$ cat src/dcrt_pkg.sv
// Shared constants and types of the dirty column range tracker
`timescale 1ns / 1ps

package dcrt_pkg;

    localparam int SCREEN_WIDTH  = 400;
    localparam int SCREEN_HEIGHT = 300;
    localparam int MAX_INTERVALS = 8;

    localparam int COL_W  = 9;
    localparam int PMW_W  = 9;
    localparam int GAP_W  = 6;
    localparam int CNT_W  = $clog2(MAX_INTERVALS + 1);
    localparam int SUM_W  = $clog2(MAX_INTERVALS * SCREEN_WIDTH + 1);
    localparam int ADDR_W = 3;

    localparam logic [2:0] REASON_SINGLE_WIDE  = 3'b001;
    localparam logic [2:0] REASON_TOO_MANY     = 3'b010;
    localparam logic [2:0] REASON_COVERED_WIDE = 3'b100;

    localparam logic REQ_AREA    = 1'b0;
    localparam logic REQ_DISCARD = 1'b1;

    localparam logic KIND_FULL    = 1'b0;
    localparam logic KIND_PARTIAL = 1'b1;

    localparam logic REG_PARTIAL_MAX_WIDTH = 1'b0;
    localparam logic REG_MERGE_GAP         = 1'b1;

    typedef logic [COL_W-1:0] col_t;
    typedef logic [GAP_W-1:0] gap_t;

    typedef struct packed {
        col_t lo;
        col_t hi;
    } span_t;

    // first-hit scan travelling up the row of cells
    typedef struct packed {
        logic  hit;
        span_t span;
    } scan_t;

    typedef struct packed {
        logic valid;
        logic last;
        logic tail;
    } cell_ctl_t;

    typedef struct packed {
        logic merge_en;
        logic append_en;
        logic rotate_en;
    } cell_op_t;

endpackage

$ cat src/dcrt_cell.sv
// One interval store cell: overlap test, first-hit scan and tail hand-down
`timescale 1ns / 1ps

module dcrt_cell
    import dcrt_pkg::*;
(
    input  logic      clk,
    input  cell_op_t  op,
    input  cell_ctl_t ctl,
    input  span_t     key,
    input  gap_t      gap,
    input  span_t     nb,
    input  scan_t     scan_in,
    output scan_t     scan_out,
    input  span_t     carry_in,
    output span_t     carry_out,
    output span_t     span
);

    span_t span_reg;
    span_t span_next;
    logic  hit;
    logic  first;
    logic [COL_W:0] own_hi_gap;
    logic [COL_W:0] key_hi_gap;

    assign own_hi_gap = {1'b0, span_reg.hi} + (COL_W + 1)'(gap);
    assign key_hi_gap = {1'b0, key.hi} + (COL_W + 1)'(gap);

    assign hit   = ctl.valid && ({1'b0, key.lo} <= own_hi_gap)
                   && (key_hi_gap >= {1'b0, span_reg.lo});
    assign first = hit && !scan_in.hit;

    assign scan_out.hit  = scan_in.hit || hit;
    assign scan_out.span = first ? span_reg : scan_in.span;

    // last stored entry travels down to the cell that absorbs
    assign carry_out = ctl.last ? span_reg : carry_in;

    always_comb
    begin
        span_next = span_reg;
        if (op.rotate_en)
        begin
            span_next = nb;
        end
        else if (op.merge_en && first)
        begin
            span_next = carry_in;
        end
        else if (op.append_en && ctl.tail)
        begin
            span_next = key;
        end
    end

    always_ff @(posedge clk)
    begin
        span_reg <= span_next;
    end

    assign span = span_reg;

endmodule

$ cat src/dirty_column_range_tracker_core.sv
// Top level of the dirty column range tracker: sequencer, cell row and APB registers
`timescale 1ns / 1ps

// Takes dirty screen areas one item at a time on the in channel (valid/stall)
// and, at the last area of a frame, gives either one full-refresh result or
// the stored column intervals in store order on the out channel.
// A discard item clears the pending frame state and gives nothing.
// Steps per item: S_IDLE accepts it, S_CHECK clips it, S_MERGE (skipped for
// an invisible or too wide area) absorbs one interval per cycle across the row
// of cells until none hits, and S_FEND checks for frame end. A frame end adds
// S_SUM, which sums the widths as the row makes one full turn, S_DECIDE and
// S_EMIT, which gives the results one by one.
// in_stall is high while an item is being worked on. Results sit in an output
// register; while out_stall is high the register holds and the sequencer waits,
// but once the last result is loaded a new item may be accepted.
// Registers partial_max_width (0x0) and merge_gap (0x4) sit on the APB port
// and must be written by the user only while the block is idle (not enforced).
// Reset empties the store and sets the registers to 200 and 8.
module dirty_column_range_tracker_core
    import dcrt_pkg::*;
(
    input  logic                clk,
    input  logic                rst_n,

    input  logic                in_valid,
    output logic                in_stall,
    input  logic                req_type,
    input  logic signed [15:0]  area_x1,
    input  logic signed [15:0]  area_x2,
    input  logic signed [15:0]  area_y1,
    input  logic signed [15:0]  area_y2,
    input  logic                frame_end,

    output logic                out_valid,
    input  logic                out_stall,
    output logic                refresh_kind,
    output logic [8:0]          range_start,
    output logic [8:0]          range_end,
    output logic [2:0]          reason_bits,
    output logic                last_result,

    input  logic                psel,
    input  logic                penable,
    input  logic                pwrite,
    input  logic [ADDR_W-1:0]   paddr,
    input  logic [31:0]         pwdata,
    output logic [31:0]         prdata,
    output logic                pready
);

    typedef enum logic [2:0] {
        S_IDLE,
        S_CHECK,
        S_MERGE,
        S_FEND,
        S_SUM,
        S_DECIDE,
        S_EMIT
    } state_t;

    localparam logic signed [15:0] X_MAX = 16'(SCREEN_WIDTH - 1);
    localparam logic signed [15:0] Y_MAX = 16'(SCREEN_HEIGHT - 1);
    localparam col_t               COL_MAX = COL_W'(SCREEN_WIDTH - 1);

    state_t             state_reg, state_next;
    logic [CNT_W-1:0]   count_reg, count_next;
    logic               full_reg, full_next;
    logic [2:0]         reason_reg, reason_next;
    logic signed [15:0] x1_reg, x1_next;
    logic signed [15:0] x2_reg, x2_next;
    logic signed [15:0] y1_reg, y1_next;
    logic signed [15:0] y2_reg, y2_next;
    logic               fend_reg, fend_next;
    span_t              key_reg, key_next;
    logic [CNT_W-1:0]   idx_reg, idx_next;
    logic [SUM_W-1:0]   sum_reg, sum_next;
    logic [PMW_W-1:0]   pmw_reg, pmw_next;
    gap_t               gap_reg, gap_next;
    logic               out_valid_reg, out_valid_next;
    logic               out_kind_reg, out_kind_next;
    col_t               out_start_reg, out_start_next;
    col_t               out_end_reg, out_end_next;
    logic [2:0]         out_reason_reg, out_reason_next;
    logic               out_last_reg, out_last_next;

    cell_op_t  op;
    cell_ctl_t ctl [MAX_INTERVALS];
    span_t     cell_span [MAX_INTERVALS];
    scan_t     scan [MAX_INTERVALS+1];
    span_t     carry [MAX_INTERVALS+1];

    logic               in_accept;
    logic               cfg_write;
    logic               out_free;
    logic               any_hit;
    span_t              hit_span;

    // clipping and alignment
    logic signed [15:0] x1c, x2c, y1c, y2c;
    logic               visible;
    col_t               x1a, x2o, x2a;
    logic [COL_W:0]     span_w;
    logic               span_wide;
    logic [COL_W:0]     cell0_w;
    logic               sum_wide;

    assign in_accept = in_valid && !in_stall;
    assign cfg_write = psel && penable && pwrite && pready;
    assign out_free  = !out_valid_reg || !out_stall;

    assign x1c = (x1_reg < 16'sd0) ? 16'sd0 : x1_reg;
    assign x2c = (x2_reg > X_MAX) ? X_MAX : x2_reg;
    assign y1c = (y1_reg < 16'sd0) ? 16'sd0 : y1_reg;
    assign y2c = (y2_reg > Y_MAX) ? Y_MAX : y2_reg;
    assign visible = (x1c <= x2c) && (y1c <= y2c);

    // when visible both columns lie on screen, so the low bits hold them
    assign x1a = x1c[COL_W-1:0] & ~COL_W'(1);
    assign x2o = x2c[COL_W-1:0] | COL_W'(1);
    assign x2a = (x2o > COL_MAX) ? COL_MAX : x2o;
    assign span_w    = {1'b0, x2a} - {1'b0, x1a} + (COL_W + 1)'(1);
    assign span_wide = span_w >= (COL_W + 1)'(pmw_reg);

    assign cell0_w  = {1'b0, cell_span[0].hi} - {1'b0, cell_span[0].lo}
                      + (COL_W + 1)'(1);
    assign sum_wide = sum_reg >= SUM_W'(pmw_reg);

    // row of cells
    assign scan[0]              = '0;
    assign carry[MAX_INTERVALS] = '0;
    assign any_hit              = scan[MAX_INTERVALS].hit;
    assign hit_span             = scan[MAX_INTERVALS].span;

    assign op.merge_en  = (state_reg == S_MERGE);
    assign op.append_en = (state_reg == S_MERGE) && !any_hit
                          && (count_reg < CNT_W'(MAX_INTERVALS));
    assign op.rotate_en = (state_reg == S_SUM) || ((state_reg == S_EMIT) && out_free);

    for (genvar k = 0; k < MAX_INTERVALS; k++)
    begin : g_cell
        assign ctl[k].valid = CNT_W'(k) < count_reg;
        assign ctl[k].last  = CNT_W'(k + 1) == count_reg;
        assign ctl[k].tail  = CNT_W'(k) == count_reg;

        dcrt_cell u_cell (
            .clk       (clk),
            .op        (op),
            .ctl       (ctl[k]),
            .key       (key_reg),
            .gap       (gap_reg),
            .nb        (cell_span[(k + 1) % MAX_INTERVALS]),
            .scan_in   (scan[k]),
            .scan_out  (scan[k+1]),
            .carry_in  (carry[k+1]),
            .carry_out (carry[k]),
            .span      (cell_span[k])
        );
    end

    always_comb
    begin
        state_next      = state_reg;
        count_next      = count_reg;
        full_next       = full_reg;
        reason_next     = reason_reg;
        x1_next         = x1_reg;
        x2_next         = x2_reg;
        y1_next         = y1_reg;
        y2_next         = y2_reg;
        fend_next       = fend_reg;
        key_next        = key_reg;
        idx_next        = idx_reg;
        sum_next        = sum_reg;
        pmw_next        = pmw_reg;
        gap_next        = gap_reg;
        out_valid_next  = out_valid_reg && out_stall;
        out_kind_next   = out_kind_reg;
        out_start_next  = out_start_reg;
        out_end_next    = out_end_reg;
        out_reason_next = out_reason_reg;
        out_last_next   = out_last_reg;

        if (cfg_write)
        begin
            case (paddr[2])
                REG_PARTIAL_MAX_WIDTH: pmw_next = pwdata[PMW_W-1:0];
                REG_MERGE_GAP:         gap_next = pwdata[GAP_W-1:0];
                default:               ;
            endcase
        end

        case (state_reg)
            S_IDLE:
            begin
                if (in_accept)
                begin
                    if (req_type == REQ_DISCARD)
                    begin
                        count_next  = '0;
                        full_next   = 1'b0;
                        reason_next = '0;
                    end
                    else
                    begin
                        x1_next    = area_x1;
                        x2_next    = area_x2;
                        y1_next    = area_y1;
                        y2_next    = area_y2;
                        fend_next  = frame_end;
                        state_next = S_CHECK;
                    end
                end
            end
            S_CHECK:
            begin
                state_next = S_FEND;
                if (visible)
                begin
                    if (span_wide)
                    begin
                        full_next   = 1'b1;
                        reason_next = reason_reg | REASON_SINGLE_WIDE;
                    end
                    else
                    begin
                        key_next.lo = x1a;
                        key_next.hi = x2a;
                        state_next  = S_MERGE;
                    end
                end
            end
            S_MERGE:
            begin
                if (any_hit)
                begin
                    if (hit_span.lo < key_reg.lo)
                    begin
                        key_next.lo = hit_span.lo;
                    end
                    if (hit_span.hi > key_reg.hi)
                    begin
                        key_next.hi = hit_span.hi;
                    end
                    count_next = count_reg - CNT_W'(1);
                end
                else
                begin
                    if (count_reg < CNT_W'(MAX_INTERVALS))
                    begin
                        count_next = count_reg + CNT_W'(1);
                    end
                    else
                    begin
                        full_next   = 1'b1;
                        reason_next = reason_reg | REASON_TOO_MANY;
                    end
                    state_next = S_FEND;
                end
            end
            S_FEND:
            begin
                if (fend_reg)
                begin
                    idx_next   = '0;
                    sum_next   = '0;
                    state_next = S_SUM;
                end
                else
                begin
                    state_next = S_IDLE;
                end
            end
            S_SUM:
            begin
                // a full turn of the row brings the store back into order
                if (idx_reg < count_reg)
                begin
                    sum_next = sum_reg + SUM_W'(cell0_w);
                end
                idx_next = idx_reg + CNT_W'(1);
                if (idx_reg == CNT_W'(MAX_INTERVALS - 1))
                begin
                    state_next = S_DECIDE;
                end
            end
            S_DECIDE:
            begin
                idx_next = '0;
                if (full_reg || sum_wide)
                begin
                    if (out_free)
                    begin
                        out_valid_next  = 1'b1;
                        out_kind_next   = KIND_FULL;
                        out_start_next  = '0;
                        out_end_next    = '0;
                        out_reason_next = reason_reg | (sum_wide ? REASON_COVERED_WIDE : 3'b000);
                        out_last_next   = 1'b1;
                        count_next      = '0;
                        full_next       = 1'b0;
                        reason_next     = '0;
                        state_next      = S_IDLE;
                    end
                end
                else if (count_reg == '0)
                begin
                    reason_next = '0;
                    state_next  = S_IDLE;
                end
                else
                begin
                    state_next = S_EMIT;
                end
            end
            S_EMIT:
            begin
                if (out_free)
                begin
                    out_valid_next  = 1'b1;
                    out_kind_next   = KIND_PARTIAL;
                    out_start_next  = cell_span[0].lo;
                    out_end_next    = cell_span[0].hi;
                    out_reason_next = '0;
                    out_last_next   = (idx_reg + CNT_W'(1)) == count_reg;
                    idx_next        = idx_reg + CNT_W'(1);
                    if ((idx_reg + CNT_W'(1)) == count_reg)
                    begin
                        count_next  = '0;
                        full_next   = 1'b0;
                        reason_next = '0;
                        state_next  = S_IDLE;
                    end
                end
            end
            default:
            begin
                state_next = S_IDLE;
            end
        endcase
    end

    always_ff @(posedge clk or negedge rst_n)
    begin
        if (!rst_n)
        begin
            state_reg      <= S_IDLE;
            count_reg      <= '0;
            full_reg       <= 1'b0;
            reason_reg     <= '0;
            x1_reg         <= '0;
            x2_reg         <= '0;
            y1_reg         <= '0;
            y2_reg         <= '0;
            fend_reg       <= 1'b0;
            key_reg        <= '0;
            idx_reg        <= '0;
            sum_reg        <= '0;
            pmw_reg        <= PMW_W'(200);
            gap_reg        <= GAP_W'(8);
            out_valid_reg  <= 1'b0;
            out_kind_reg   <= 1'b0;
            out_start_reg  <= '0;
            out_end_reg    <= '0;
            out_reason_reg <= '0;
            out_last_reg   <= 1'b0;
        end
        else
        begin
            state_reg      <= state_next;
            count_reg      <= count_next;
            full_reg       <= full_next;
            reason_reg     <= reason_next;
            x1_reg         <= x1_next;
            x2_reg         <= x2_next;
            y1_reg         <= y1_next;
            y2_reg         <= y2_next;
            fend_reg       <= fend_next;
            key_reg        <= key_next;
            idx_reg        <= idx_next;
            sum_reg        <= sum_next;
            pmw_reg        <= pmw_next;
            gap_reg        <= gap_next;
            out_valid_reg  <= out_valid_next;
            out_kind_reg   <= out_kind_next;
            out_start_reg  <= out_start_next;
            out_end_reg    <= out_end_next;
            out_reason_reg <= out_reason_next;
            out_last_reg   <= out_last_next;
        end
    end

    assign in_stall     = (state_reg != S_IDLE);
    assign out_valid    = out_valid_reg;
    assign refresh_kind = out_kind_reg;
    assign range_start  = out_start_reg;
    assign range_end    = out_end_reg;
    assign reason_bits  = out_reason_reg;
    assign last_result  = out_last_reg;

    assign pready = 1'b1;
    assign prdata = (paddr[2] == REG_MERGE_GAP) ? 32'(gap_reg) : 32'(pmw_reg);

    // store never holds more than its depth
    assert property (@(posedge clk) disable iff (!rst_n)
        count_reg <= CNT_W'(MAX_INTERVALS))
        else $error("interval count above store depth");

    // an absorbed interval shrinks the store by exactly one
    assert property (@(posedge clk) disable iff (!rst_n)
        (state_reg == S_MERGE && any_hit) |=> (count_reg == $past(count_reg) - CNT_W'(1)))
        else $error("merge did not remove one interval");

    // a new result only comes from the decision or emission steps
    assert property (@(posedge clk) disable iff (!rst_n)
        (out_valid_next && !(out_valid_reg && out_stall))
        |-> (state_reg == S_DECIDE || state_reg == S_EMIT))
        else $error("result loaded outside emission");

    // full refresh is always the single, final result with an empty range
    assert property (@(posedge clk) disable iff (!rst_n)
        (out_valid_reg && out_kind_reg == KIND_FULL)
        |-> (out_last_reg && out_start_reg == '0 && out_end_reg == '0))
        else $error("malformed full refresh result");

    // after the last result the frame state is empty
    assert property (@(posedge clk) disable iff (!rst_n)
        ($rose(out_valid_reg) && out_last_reg) |-> (count_reg == '0 && !full_reg))
        else $error("frame state left after last result");

endmodule

$ cat config.mk
export PLATFORM = sky130hd
export DESIGN_NAME = dirty_column_range_tracker_core
export DESIGN_NICKNAME = d
export VERILOG_FILES = /design/src/dcrt_pkg.sv /design/src/dcrt_cell.sv /design/src/dirty_column_range_tracker_core.sv
export SDC_FILE = /design/constraint.sdc
export NUM_CORES = 1
export LEC_CHECK = 0
export BUFFER_PORTS_ARGS = -buffer_cell sky130_fd_sc_hd__buf_2
export CORE_MARGIN = 8
export CORE_UTILIZATION = 39
export DETAILED_ROUTE_END_ITERATION = 6
export PLACE_DENSITY = 0.67
export SLEW_MARGIN = 20
export SYNTH_ARGS = -nofsm -noshare
export SYNTH_HDL_FRONTEND = slang
export SYNTH_HIERARCHICAL = 1
export SYNTH_SLANG_ARGS = --single-unit
export TNS_END_PERCENT = 10
$ cat constraint.sdc
create_clock -name clk -period 7.7 [get_ports clk]
set_clock_uncertainty 0.1 [all_clocks]
set_input_delay 0 -clock clk [delete_from_list [all_inputs] [get_ports clk]]
set_output_delay 0 -clock clk [all_outputs]
set_load 0.02 [all_outputs]
==> flow_summary_export.csv, run 1 <==
group,metric,value,unit
status,status,"finished, final reports clean",
die,initial_utilization,39.2,%
final_layout,mostFrequentLayoutCell,"ha_1",
drt,dr.first_iter.drc_count,3264,
pwr,ir_drop,0.000255,V
place,dpl_cell_area,32600,um^2
drt,vias_per_cell,6.03,
sta,fmax,0.133,GHz
pwr,p_per_area,432,nW/um^2
synth,syn-instance-count,3159,
job,cap_violations,0,
synth,syn_area_per_cell,9.59,um^2
clocking,cts_tree,"built",
clocking,cts_made_buffers,36,
drt,drt-wirelength-per-cell,24.2,um
final_layout,synthToLayoutAreaGrowth,14.7,%
critical_path,critPathArrivalTime,7.84,ns
drt,wl,109000,um
sta,hold_viol_final,0,
sta,finalWorstSetupSlack,0.200,ns
final_layout,largest_reg_flops,144,
die,core_region_area,77200,um^2
place,dpl.hpwl,79200,um
critical_path,cp_common_cell,"mux2_2",
critical_path,end_kind,"register",
global_route,grt_pass1_vias,26000,
critical_path,path_class,"register to register",
final_layout,final_cell_area,34700,um^2
final_layout,mostFrequentLayoutCells,"ha_1, mux2_2, a21oi_1, inv_1, o21ai_0",
global_route,grt_pass1_wl,162000,um
critical_path,crit_required,8.04,ns
final_layout,n_fill_cell,7268,
drt,ant_nets,0,
final_layout,diodes,0,
sta,layout_min_cycle_time,7.50,ns
global_route,grt_usage,24.1,%
final_layout,final_nets,3922,
critical_path,max_stage_delay,0.46,ns
clocking,cts_max_level,2,
clocking,clock-sinks,292,
clocking,cts_buffer_depth,3,
place,routabilityCongestion,0.971,
die,rows,102,
drt,routed-via-count,27100,
clocking,clk_latency,0.58,ns
die,die-area,86800,um^2
drt,firstDrtPassIters,6,
critical_path,cp_slowest_cell,"fa_1",
sta,rsz0062_at_grt,"true",
pwr,totalPowerFinal,15.0,mW
clocking,cts_root_buf,"clkbuf_16",
final_layout,drive_gt1_share,22.3,%
sta,relSlewSlack,28.7,%
sta,worstMarginPinSlew,1.06,ns
worst_hold_path,hold_class,"primary input to register",
sta,min_period_over_period,97.4,%
die,boundaryPins,166,
drt,drc,0,
critical_path,worstPathMaxFanout,17,
die,fp.dieH,295,um
critical_path,cp-start-kind,"register",
global_route,antenna_found_initial,3,
place,place_ws,0.0623,ns
place,portBuffers,116,
sta,hold_slack,0.0702,ns
sta,slew_violations,0,
synth,yosys_warnings,6,
clocking,clkTransAtPathRegs,0.06,ns
sta,setup_viol,0,
pwr,p_leak,14.6,nW
global_route,grt_start_max_net_pins,103,
synth,synth_area,30300,um^2
die,die_w,295,um
global_route,overflow,0,
through the flow:
step / utilization, % / cells / setup TNS [ns]
6_report: 45.0 / 4502 / 0
5_1_grt: 45.0 / 4502 / -0.273
4_1_cts: 44.8 / 4495 / 0
3_5_place_dp: 42.2 / 4350 / 0
3_3_place_gp: 42.2 / 4350 / 0
2_1_floorplan: - / 3239 / 0
path summary, 6_finish.rpt:
check	from	to	slack [ns]	depth (start not counted)
max in group asynchronous	rst_n	gap_reg[1]	6.14	4
min in group asynchronous	rst_n	y2_reg[6]	0.42	4
worst max-delay path	gap_reg[1]	key_reg[2]	0.20	32
worst min register to register	reason_bits[2]	reason_bits[2]	0.38	2
worst max register to register	gap_reg[1]	key_reg[2]	0.20	32
worst min-delay path	req_type	state_reg[2]	0.07	5
layer usage:
metal | track usage, % | vias up | share of wire (%)
met1 | 31.9 | 13000 | 40
met3 | 5.12 | 303 | 11
li1 | - | 12300 | -
met2 | 37.8 | 1610 | 44
met4 | 10.4 | 0 | 5.1
met5 | 0 | - | 0
final cells by class:
type	instances	area, um^2	share of cell area (%)
Multi-Input combinational cell	2536	20800	59.9
Sequential cell	292	8040	23.1
Timing Repair Buffer	324	2480	7.14
Tap cell	1040	1300	3.75
Clock buffer	48	1040	2.99
Inverter	245	920	2.65
Clock inverter	17	154	0.443
worst max-delay path, delay by kind of cell, from the launching register on:
kind	cells	cell delay [ns]
and+or+nand+nor	5	0.91
adders and majority gates	3	0.99
AOI/OAI and AO/OA	11	1.79
muxes	8	2.33
DFF	1	0.43
buffers and inverters	4	0.76
xor gates and xnor gates	1	0.06
power by group:
part           switching, mW  total (mW)  internal [mW]
Clock                  0.759        1.78           1.02
Sequential             0.575        2.82           2.25
Combinational           5.96        10.4           4.44
Total                   7.30        15.0           7.70
repair_timing:
action | CTS | global route
buffers inserted | 0 | 6
hold buffers | 80 | 0
hold endpoints to repair | 160 | 0
gates resized for setup | 0 | 21
setup endpoints to repair | 0 | 18
No activity file was read; power rests on OpenSTA's default activity.
==> run 2, diff against run 1 <==
ABC_CLOCK_PERIOD_IN_PS = 7700   (was not set)
CORE_MARGIN = 1.5   (was 8)
==> run 2 against run 1 <==
The run now ends with DRC left. Via count is 0.31% higher. Sequential power hardly changed. First-iteration DRC count is 12% lower. Core utilization grew 0.57 points. Cell area rose by 1.3%. Power grew 2.2%. Sequential share of layout area down 0.30 points. Largest cell class unchanged. Highest routed layer unchanged.
==> flow_summary_export.csv, run 2 (synthesis gave the netlist of run 1 again) <==
group,metric,value,unit
place,portBuffers,116,
critical_path,max_stage_delay,0.41,ns
die,boundaryPins,166,
critical_path,path_class,"register to register",
worst_hold_path,hold_path_depth,5,
critical_path,worst-path-stages,33,
die,rows,102,
place,dpl_cell_area,32600,um^2
pwr,ir_drop,0.000288,V
final_layout,stdcell_count,4532,
critical_path,critical_path.top_delay_family,"compound AO/OA/AOI/OAI gates",
clocking,cts_made_buffers,37,
critical_path,cp_slowest_cell,"or3_4",
final_layout,multi_input_area,20800,um^2
pwr,totalPowerFinal,15.3,mW
sta,hold_viol_final,0,
final_layout,mostFrequentLayoutCells,"ha_1, mux2_2, a21oi_1, inv_1, o21ai_0",
sta,slew_violations,0,
clocking,clk_latency,0.60,ns
clocking,clock-sinks,292,
global_route,antenna_found_initial,2,
place,routabilityCongestion,0.980,
critical_path,worstPathMaxFanout,17,
critical_path,reg2reg_depth,33,
sta,setup_viol,0,
clocking,cts_root_buf,"clkbuf_16",
final_layout,largest_reg_flops,144,
final_layout,n_fill_cell,7251,
final_layout,utilization,45.6,%
global_route,grt_usage,26.7,%
drt,wl,107000,um
global_route,grt_pass1_wl,161000,um
worst_hold_path,hold_class,"primary input to register",
pwr,p_leak,14.8,nW
critical_path,end_kind,"register",
die,fp.dieH,282,um
sta,min_period_over_period,97.1,%
final_layout,mostFrequentLayoutCell,"ha_1",
clocking,cts_max_level,2,
drt,routed-via-count,27200,
final_layout,synthToLayoutAreaGrowth,16.1,%
critical_path,critPathArrivalTime,7.86,ns
job,cap_violations,0,
global_route,overflow,0,
status,failed_checks,"DRC",
die,die_w,282,um
drt,drc,2,
global_route,grt_start_max_net_pins,214,
final_layout,drive_gt1_share,23.2,%
clocking,clkTransAtPathRegs,0.06,ns
place,dpl.hpwl,77400,um
die,initial_utilization,39.2,%
drt,drt-wirelength-per-cell,23.7,um
sta,finalWorstSetupSlack,0.223,ns
final_layout,regArea,8040,um^2
sta,rsz0062_at_grt,"true",
critical_path,cp_common_cell,"a21o_1",
status,status,"complete, but fails checks",
die,die-area,79300,um^2
sta,worstMarginPinSlew,1.07,ns
pwr,p_per_area,436,nW/um^2
clocking,cts_buffer_depth,3,
die,core_region_area,77200,um^2
critical_path,cp-start-kind,"register",
clocking,cts_tree,"built",
place,dp_cells,4361,
critical_path,worst-path-buf-inv,3,
drt,ant_nets,0,
sta,relSlewSlack,28.6,%
final_layout,final_nets,3948,
global_route,grt_pass1_vias,26200,
drt,dr.first_iter.drc_count,2879,
place,place_ws,0.102,ns
final_layout,final_cell_area,35200,um^2
sta,fmax,0.134,GHz
critical_path,crit_required,8.08,ns
sta,layout_min_cycle_time,7.48,ns
drt,vias_per_cell,6.01,
drt,firstDrtPassIters,7,
==> run 2: what timing repair did <==
action                     in CTS  in global routing
setup buffers                   0                 18
hold buffers                   82                  0
setup endpoints to repair       0                 18
hold endpoints to repair      171                  0
resized for setup               0                 41
==> run 2: tightest hold or removal path, cell delays in order <==
cell     delay [ns]
buf_2          0.14
o21ai_0        0.09
a41oi_1        0.20
or4_4          0.19
o21ai_1        0.07
==> run 2: area by class of cell <==
type | instances | share of cell area [%]
Antenna cell | 2 | 0.0142
Timing Repair Buffer | 349 | 7.65
Tap cell | 1040 | 3.70
Clock buffer | 48 | 2.95
Clock inverter | 20 | 0.946
Multi-Input combinational cell | 2536 | 59.3
Sequential cell | 292 | 22.8
Inverter | 245 | 2.61
==> run 2: worst paths after layout <==
check | slack [ns] | to | from
worst min register to register | 0.39 | reason_bits[2] | reason_bits[2]
min in group asynchronous | 0.36 | reason_reg[0] | rst_n
worst min-delay path | 0.05 | state_reg[2] | req_type
worst max-delay path | 0.22 | key_reg[15] | gap_reg[0]
worst max register to register | 0.22 | key_reg[15] | gap_reg[0]
max in group asynchronous | 5.98 | range_start[6] | rst_n
==> run 2: stage by stage <==
step	TNS, ns	hold WS (ns)
after detailed placement	0	0.0332
after global routing	-0.0343	0.0733
final	0	0.0465
after floorplan	0	-0.396
after CTS	0	0.0191
after global placement	0	0.0394
==> run 2: report_power, final <==
group | internal, mW | switching [mW] | total, mW | leakage [nW]
Combinational | 4.53 | 5.96 | 10.5 | 11.0
Sequential | 2.25 | 0.581 | 2.83 | 3.16
Clock | 1.23 | 0.785 | 2.02 | 0.673
Total | 8.01 | 7.33 | 15.3 | 14.8
==> run 2: metal layers <==
layer	up-vias	wire, um	GRT usage (%)
li1	12300	-	-
met1	13000	44000	34.9
met2	1539	46700	41.5
met3	326	10500	5.55
met4	0	6050	13.5
met5	-	0	0
